### src/design/gcd_pkg.sv
package gcd_pkg;

    localparam int MAX_NODES_DEF = 64;
    localparam int NODE_W        = 6;
    localparam int IN_TDATA_W    = 16;
    localparam int OUT_TDATA_W   = 16;
    localparam int APB_ADDR_W    = 3;
    localparam int APB_DATA_W    = 32;

    typedef enum logic [1:0] {
        OP_ADD_NODE = 2'd0,
        OP_ADD_EDGE = 2'd1,
        OP_CHECK    = 2'd2,
        OP_CLEAR    = 2'd3
    } t_opcode;

    typedef enum logic [2:0] {
        ST_OK          = 3'd0,
        ST_FULL        = 3'd1,
        ST_UNKNOWN     = 3'd2,
        ST_SELF_LOOP   = 3'd3,
        ST_EDGE_EXISTS = 3'd4
    } t_status;

    typedef enum logic [2:0] {
        S_IDLE,
        S_EXEC,
        S_EDGE_CHK,
        S_EDGE_REV,
        S_ROOT,
        S_SCAN,
        S_POP,
        S_RESULT
    } t_state;

    // source of the adjacency row read address
    typedef enum logic [2:0] {
        ADJ_RD_NONE,
        ADJ_RD_SRC,
        ADJ_RD_DST,
        ADJ_RD_FOUND,
        ADJ_RD_ROOT,
        ADJ_RD_STACK
    } t_adj_rd;

    typedef struct packed {
        logic    load_item;
        logic    node_add;
        logic    graph_clr;
        t_adj_rd adj_rd;
        logic    wr_fwd;
        logic    wr_rev;
        logic    chk_init;
        logic    root_start;
        logic    skip;
        logic    push;
        logic    pop;
        logic    restore;
        logic    res_set;
        t_status res_status;
        logic    res_cyc;
        logic    out_load;
    } t_cmd;

    typedef struct packed {
        t_opcode op;
        logic    directed;
        logic    full;
        logic    unknown;
        logic    self_loop;
        logic    edge_exists;
        logic    no_root;
        logic    cand_none;
        logic    hit_cycle;
        logic    cand_new;
        logic    depth_one;
        logic    out_busy;
    } t_sts;

endpackage

### src/design/gcd_ctrl.sv
module gcd_ctrl (
    input  logic          i_clk,
    input  logic          i_rst_n,
    input  logic          i_in_valid,
    output logic          o_in_ready,
    input  gcd_pkg::t_sts i_sts,
    output gcd_pkg::t_cmd o_cmd
);
    import gcd_pkg::*;

    t_state r_state;
    t_state n_state;

    always_ff @(posedge i_clk) begin
        if (!i_rst_n) begin
            r_state <= S_IDLE;
        end else begin
            r_state <= n_state;
        end
    end

    always_comb begin
        n_state          = r_state;
        o_in_ready       = 1'b0;
        o_cmd            = '0;
        o_cmd.adj_rd     = ADJ_RD_NONE;
        o_cmd.res_status = ST_OK;
        case (r_state)
            S_IDLE: begin
                o_in_ready = 1'b1;
                if (i_in_valid) begin
                    o_cmd.load_item = 1'b1;
                    n_state         = S_EXEC;
                end
            end
            S_EXEC: begin
                case (i_sts.op)
                    OP_ADD_NODE: begin
                        o_cmd.res_set = 1'b1;
                        if (i_sts.full) begin
                            o_cmd.res_status = ST_FULL;
                        end else begin
                            o_cmd.node_add = 1'b1;
                        end
                        n_state = S_RESULT;
                    end
                    OP_ADD_EDGE: begin
                        if (i_sts.unknown) begin
                            o_cmd.res_set    = 1'b1;
                            o_cmd.res_status = ST_UNKNOWN;
                            n_state          = S_RESULT;
                        end else if (i_sts.self_loop) begin
                            o_cmd.res_set    = 1'b1;
                            o_cmd.res_status = ST_SELF_LOOP;
                            n_state          = S_RESULT;
                        end else begin
                            o_cmd.adj_rd = ADJ_RD_SRC;
                            n_state      = S_EDGE_CHK;
                        end
                    end
                    OP_CHECK: begin
                        o_cmd.chk_init = 1'b1;
                        n_state        = S_ROOT;
                    end
                    OP_CLEAR: begin
                        o_cmd.graph_clr = 1'b1;
                        o_cmd.res_set   = 1'b1;
                        n_state         = S_RESULT;
                    end
                    default: begin
                        n_state = S_IDLE;
                    end
                endcase
            end
            S_EDGE_CHK: begin
                if (i_sts.edge_exists) begin
                    o_cmd.res_set    = 1'b1;
                    o_cmd.res_status = ST_EDGE_EXISTS;
                    n_state          = S_RESULT;
                end else begin
                    o_cmd.wr_fwd = 1'b1;
                    if (i_sts.directed) begin
                        o_cmd.res_set = 1'b1;
                        n_state       = S_RESULT;
                    end else begin
                        // fetch the reverse row while the forward one is written
                        o_cmd.adj_rd = ADJ_RD_DST;
                        n_state      = S_EDGE_REV;
                    end
                end
            end
            S_EDGE_REV: begin
                o_cmd.wr_rev  = 1'b1;
                o_cmd.res_set = 1'b1;
                n_state       = S_RESULT;
            end
            S_ROOT: begin
                if (i_sts.no_root) begin
                    o_cmd.res_set = 1'b1;
                    n_state       = S_RESULT;
                end else begin
                    o_cmd.root_start = 1'b1;
                    o_cmd.adj_rd     = ADJ_RD_ROOT;
                    n_state          = S_SCAN;
                end
            end
            S_SCAN: begin
                if (i_sts.cand_none) begin
                    o_cmd.pop = 1'b1;
                    n_state   = i_sts.depth_one ? S_ROOT : S_POP;
                end else if (i_sts.hit_cycle) begin
                    o_cmd.res_set = 1'b1;
                    o_cmd.res_cyc = 1'b1;
                    n_state       = S_RESULT;
                end else if (i_sts.cand_new) begin
                    o_cmd.push   = 1'b1;
                    o_cmd.adj_rd = ADJ_RD_FOUND;
                end else begin
                    o_cmd.skip = 1'b1;
                end
            end
            S_POP: begin
                o_cmd.restore = 1'b1;
                o_cmd.adj_rd  = ADJ_RD_STACK;
                n_state       = S_SCAN;
            end
            S_RESULT: begin
                if (!i_sts.out_busy) begin
                    o_cmd.out_load = 1'b1;
                    n_state        = S_IDLE;
                end
            end
            default: begin
                n_state = S_IDLE;
            end
        endcase
    end

endmodule

### config.mk
export PLATFORM = sky130hd
export DESIGN_NAME = gcd_ctrl
export DESIGN_NICKNAME = d
export VERILOG_FILES = /design/src/design/gcd_pkg.sv /design/src/design/gcd_ctrl.sv
export SDC_FILE = /design/constraint.sdc
export NUM_CORES = 1
export LEC_CHECK = 0
export ABC_AREA = 1
export BUFFER_PORTS_ARGS = -buffer_cell sky130_fd_sc_hd__buf_4
export CELL_PAD_IN_SITES_DETAIL_PLACEMENT = 0
export CELL_PAD_IN_SITES_GLOBAL_PLACEMENT = 2
export CORE_MARGIN = 2
export CORE_UTILIZATION = 17
export CTS_CLUSTER_DIAMETER = 30
export DETAILED_ROUTE_END_ITERATION = 7
export PLACE_DENSITY = 0.71
export SYNTH_ARGS = -nofsm -noshare
export SYNTH_HDL_FRONTEND = slang
export SYNTH_SLANG_ARGS = --single-unit
export TNS_END_PERCENT = 20
### constraint.sdc
create_clock -name i_clk -period 1.4 [get_ports i_clk]
set_input_delay 0.07 -clock i_clk [delete_from_list [all_inputs] [get_ports i_clk]]
set_output_delay 0.07 -clock i_clk [all_outputs]
set_load 0.02 [all_outputs]
# Yosys cells after proc, flatten, opt, wreduce, memory -nomap -nowiden
# Cells that the tools add are included.
[word_totals]
regBits = 3
input_bits = 16
[classes]
eq_ne = 13
n_mux = 58
reduce_logical = 4
[ops]
columns = ["cell", "count"]
rows = [
  ["3-bit two-way mux", 13],
  ["1-bit two-way mux", 27],
  ["3-bit case mux with 8 select lines", 1],
  ["2-bit two-way mux", 9],
  ["3-bit case mux with 5 select lines", 1],
  ["3-bit equality test, second input constant", 4],
  ["3-bit case mux with 2 select lines", 2],
  ["3-bit case mux with 3 select lines", 1],
  ["4-bit two-way mux", 2],
  ["3-bit by 2-bit equality test with 1-bit output, second input constant", 2],
  ["1-bit case mux with 5 select lines", 1],
  ["2-bit equality test, second input constant", 2],
  ["2-bit inequality test, second input constant", 2],
  ["3-bit by 1-bit equality test with 1-bit output, second input constant", 1],
  ["3-bit zero test", 1],
  ["3-bit inequality test, second input constant", 1],
  ["3-bit AND reduction", 1],
  ["2-bit by 1-bit equality test with 1-bit output, second input constant", 1],
  ["2-bit zero test", 1],
  ["1-bit case mux with 2 select lines", 1],
  ["2-bit OR reduction", 1],
]

# Depth between registers and ports, before layout
[logic_depth]
ltp_word = 4
mapped_depth = 9

# Worst setup path after synthesis
# No wires, ideal clock.
[synth_timing]
path_type = "register to output"
startpoint = "register r_state[2]"
endpoint = "output o_cmd[0] in the netlist's numbering"
arrival_ps = 1376
required_time_ps = 1330
slack_ps = -46
path_stages_with_launch = 4
n_path_buf = 1
path_cell_list = "dfxtp_1 buf_6 inv_1 nor4_1"
[synth_lines]
columns = ["element", "line_no", "text"]
rows = [
  ["start: declaration", "gcd_ctrl.sv:11", "t_state r_state;"],
  ["start signal: assignment", "gcd_ctrl.sv:18", "r_state <= n_state;"],
  ["end: declaration", "gcd_ctrl.sv:7", "output gcd_pkg::t_cmd o_cmd"],
]

==> out/metrics.csv <==
stage,metric,value,unit
power,power.leakage,0.636,nW
final_layout,antennaDiodeCount,0,
yosys,synth.avg_cell_area,5.61,µm²
clocking,cts_tree,built,
global_route,grt_use_total,10.3,%
detailed_routing,drc,0,
timing,rsz0062_at_grt,true,
detailed_routing,drt_pass1_iterations,2,
min_path,hp-class,in -> reg,
yosys,syn-num-nets,136,
timing,slew_headroom,82.2,%
final_layout,finalCoreUtilization,32.7,%
yosys,ys_types,16,
detailed_routing,dr.first_iter.drc_count,9,
worst_setup_path,r2r_end,r_state[2]$_SDFFE_PN0P_,
detailed_routing,wl,2.11,mm
clocking,root_buffer,clkbuf_4,
final_layout,top_regs,r_state x3,
worst_setup_path,path_class,reg -> out,
global_route,antenna_found_initial,0,
worst_setup_path,ff2ff_path_depth,8,
detailed_routing,vias,832,
timing,final-setup-viol-count,3,
clocking,cts_made_buffers,3,
detailed_routing,wl_per_cell,10.2,µm
yosys,synth_top_area_share,18.1,%
worst_setup_path,arrival,1.36,ns
final_layout,nFillCells,402,
floorplan,die_area,4170,µm²
global_route,first_global_vias,834,
floorplan,pin_count,37,
worst_setup_path,cp-end-kind,primary output,
final_layout,fin_cells,207,
timing,skew,0.00107,ns
yosys,synth_area,623,µm²
yosys,synthMuxAreaShare,0,%
timing,worstMarginPinSlew,0.265,ns
timing,min_period,1.43,ns
run_status,violations,setup timing,
power,ir_worst_vdd,0.000160,V
yosys,yosys.area_share.xor_xnor,0,%
yosys,synth-seq-cells,3,
placed_design,gp_congestion,0.791,
timing,final.setup.worst_slack,-0.0348,ns
min_path,min_to,r_state[0]$_SDFFE_PN0P_,
yosys,yosys_warnings,0,
yosys,synth_cells,111,
timing,slew_violations,0,
worst_setup_path,crit_fanout,9,
final_layout,top_register,r_state,
yosys,synthTopCellsByArea,"ha_1 18%, inv_1 14%, nor2_1 13%",
timing,min_period_over_period,102,%
timing,tns,-0.0921,ns
clocking,hold_buffers,0,
worst_setup_path,crit_start,r_state[2]$_SDFFE_PN0P_,
placed_design,dp_hpwl,1.75,mm
floorplan,dieHeight,64.5,µm
worst_setup_path,startpoint_type,register,
floorplan,start_util,18.2,%
placed_design,port_buffers,36,
global_route,grt_max_degree,12,
global_route,grt_overflow_total,0,
floorplan,dieWidth,64.5,µm
global_route,grt_pass1_wl,3.47,mm
job,maxCapViolations,0,
yosys,synthAdderAreaFrac,18.1,%
clocking,max-clock-path-buffers,2,
clocking,cts.sink_count,3,
worst_setup_path,critical_path_required,1.33,ns
timing,fmaxAchievable,697,MHz
yosys,synth_top_family_by_area,simple AND/OR/NAND/NOR gates,
min_path,hp-start,i_rst_n,
yosys,synth_top_area_cell,ha_1,
yosys,synthSimpleGateAreaFrac,43.2,%
worst_setup_path,r2r-start,r_state[2]$_SDFFE_PN0P_,
yosys,seq_area_frac_synth,9.64,%
final_layout,syn_to_final_growth,79.3,%
final_layout,layout-drive-gt1-share,41.6,%
final_layout,largest_reg_flops,3,
detailed_routing,vias_per_cell,4.02,
detailed_routing,antenna_left,0,
placed_design,dp.cells,199,
yosys,synth_compound_area_share,10.4,%
floorplan,fp-row-count,21,
clocking,clkSlewWorstSetupHoldPaths,0.04,ns
floorplan,coreArea,3420,µm²
timing,hold-worst-slack,0.0804,ns
timing,hold_viol_final,0,
power,pwr_density_cell,581,nW/µm²
final_layout,nNetsFinal,187,
worst_setup_path,reg2reg_slack,0.02,ns
clocking,insertion_delay,0.23,ns
clocking,htree_levels,1,
min_path,min_path_cells,3,
run_status,status,"finished, violations left",
[routing by layer]
layer  routed length [µm]  vias to the layer above  track usage (%)
met5                    0                        -                0
met4                   33                        0             4.79
met3                   97                        4            0.868
met2                 1050                       25             18.8
met1                  935                      359             12.1
li1                     -                      444                -
[metrics by stage]
stage                     power (mW)  setup slack, ns  instance area (µm²)
after detailed placement       0.449           0.0396                 1010
after CTS                      0.640          -0.0218                 1080
after global placement         0.449           0.0282                 1010
after floorplan                0.299           0.0455                  629
final                          0.649          -0.0348                 1120
after global routing           0.703           -0.111                 1120
[layout by cell type, fill, tap and decap left out, types with 3 or more instances in the layout]
cell	Yosys	routed
o21ai_0	7	4
a21oi_1	6	4
buf_6	2	4
inv_1	24	23
nand3_1	9	7
ha_1	9	9
clkbuf_4	0	3
nand2_1	18	16
buf_4	0	43
nor2_1	21	20
o21ai_1	0	3
[Yosys cell counts]
| master | number |
|---|---|
| a21oi_1 | 6 |
| nand2_1 | 18 |
| dfxtp_1 | 3 |
| nand3b_1 | 2 |
| nor3_1 | 3 |
| nand3_1 | 9 |
| ha_1 | 9 |
| nor4_1 | 2 |
| nand4_1 | 2 |
| nor2_1 | 21 |
| inv_2 | 1 |
| inv_1 | 24 |
| o21ai_0 | 7 |
| buf_6 | 2 |
| nor3_4 | 1 |
| nor2_2 | 1 |
[worst max-delay path by stage]
stage | endpoint | slack (ns) | cells past startpoint
detailed placement | o_cmd[5] | 0.04 | 7
global route | o_cmd[14] | -0.11 | 6
finish | o_cmd[14] | -0.03 | 6
CTS | o_cmd[5] | -0.02 | 6
global placement | o_cmd[5] | 0.03 | 7
floorplan | o_cmd[3] | 0.05 | 4
[power breakdown]
group | leakage (nW) | internal, mW | switching [mW]
clock network | 0.0150 | 0.107 | 0.0472
logic | 0.595 | 0.177 | 0.213
registers | 0.0263 | 0.0944 | 0.0101
total | 0.636 | 0.379 | 0.270
[kinds of logic (layout without fill, tap and decap cells)]
group / Yosys count / after routing
fa+ha+maj: 9 / 9
simple gates: 59 / 59
compound gates: 13 / 13
flops: 3 / 3
buf+inv: 27 / 77
[what timing repair did]
item,CTS,global route
buffers inserted,2,2
pin swaps,3,3
endpoints found under the setup margin,9,13
gates resized for setup,16,5
endpoints found under the hold margin,0,0
[cell type report]
cell class	instances	area, µm²	area share [%]
Clock buffer	4	26.3	2.35
Inverter	25	93.8	8.40
Multi-Input combinational cell	81	483	43.2
Sequential cell	3	68.8	6.16
Tap cell	46	57.6	5.15
Timing Repair Buffer	48	388	34.7
[critical path, stage by stage (launching register included)]
cell and delay [ns]:
dfxtp_4 0.35, buf_12 0.13, nor3_4 0.23, buf_6 0.15, nand3_1 0.06, nand3_1 0.09, buf_6 0.12
Power figures use the tool's default switching activity.
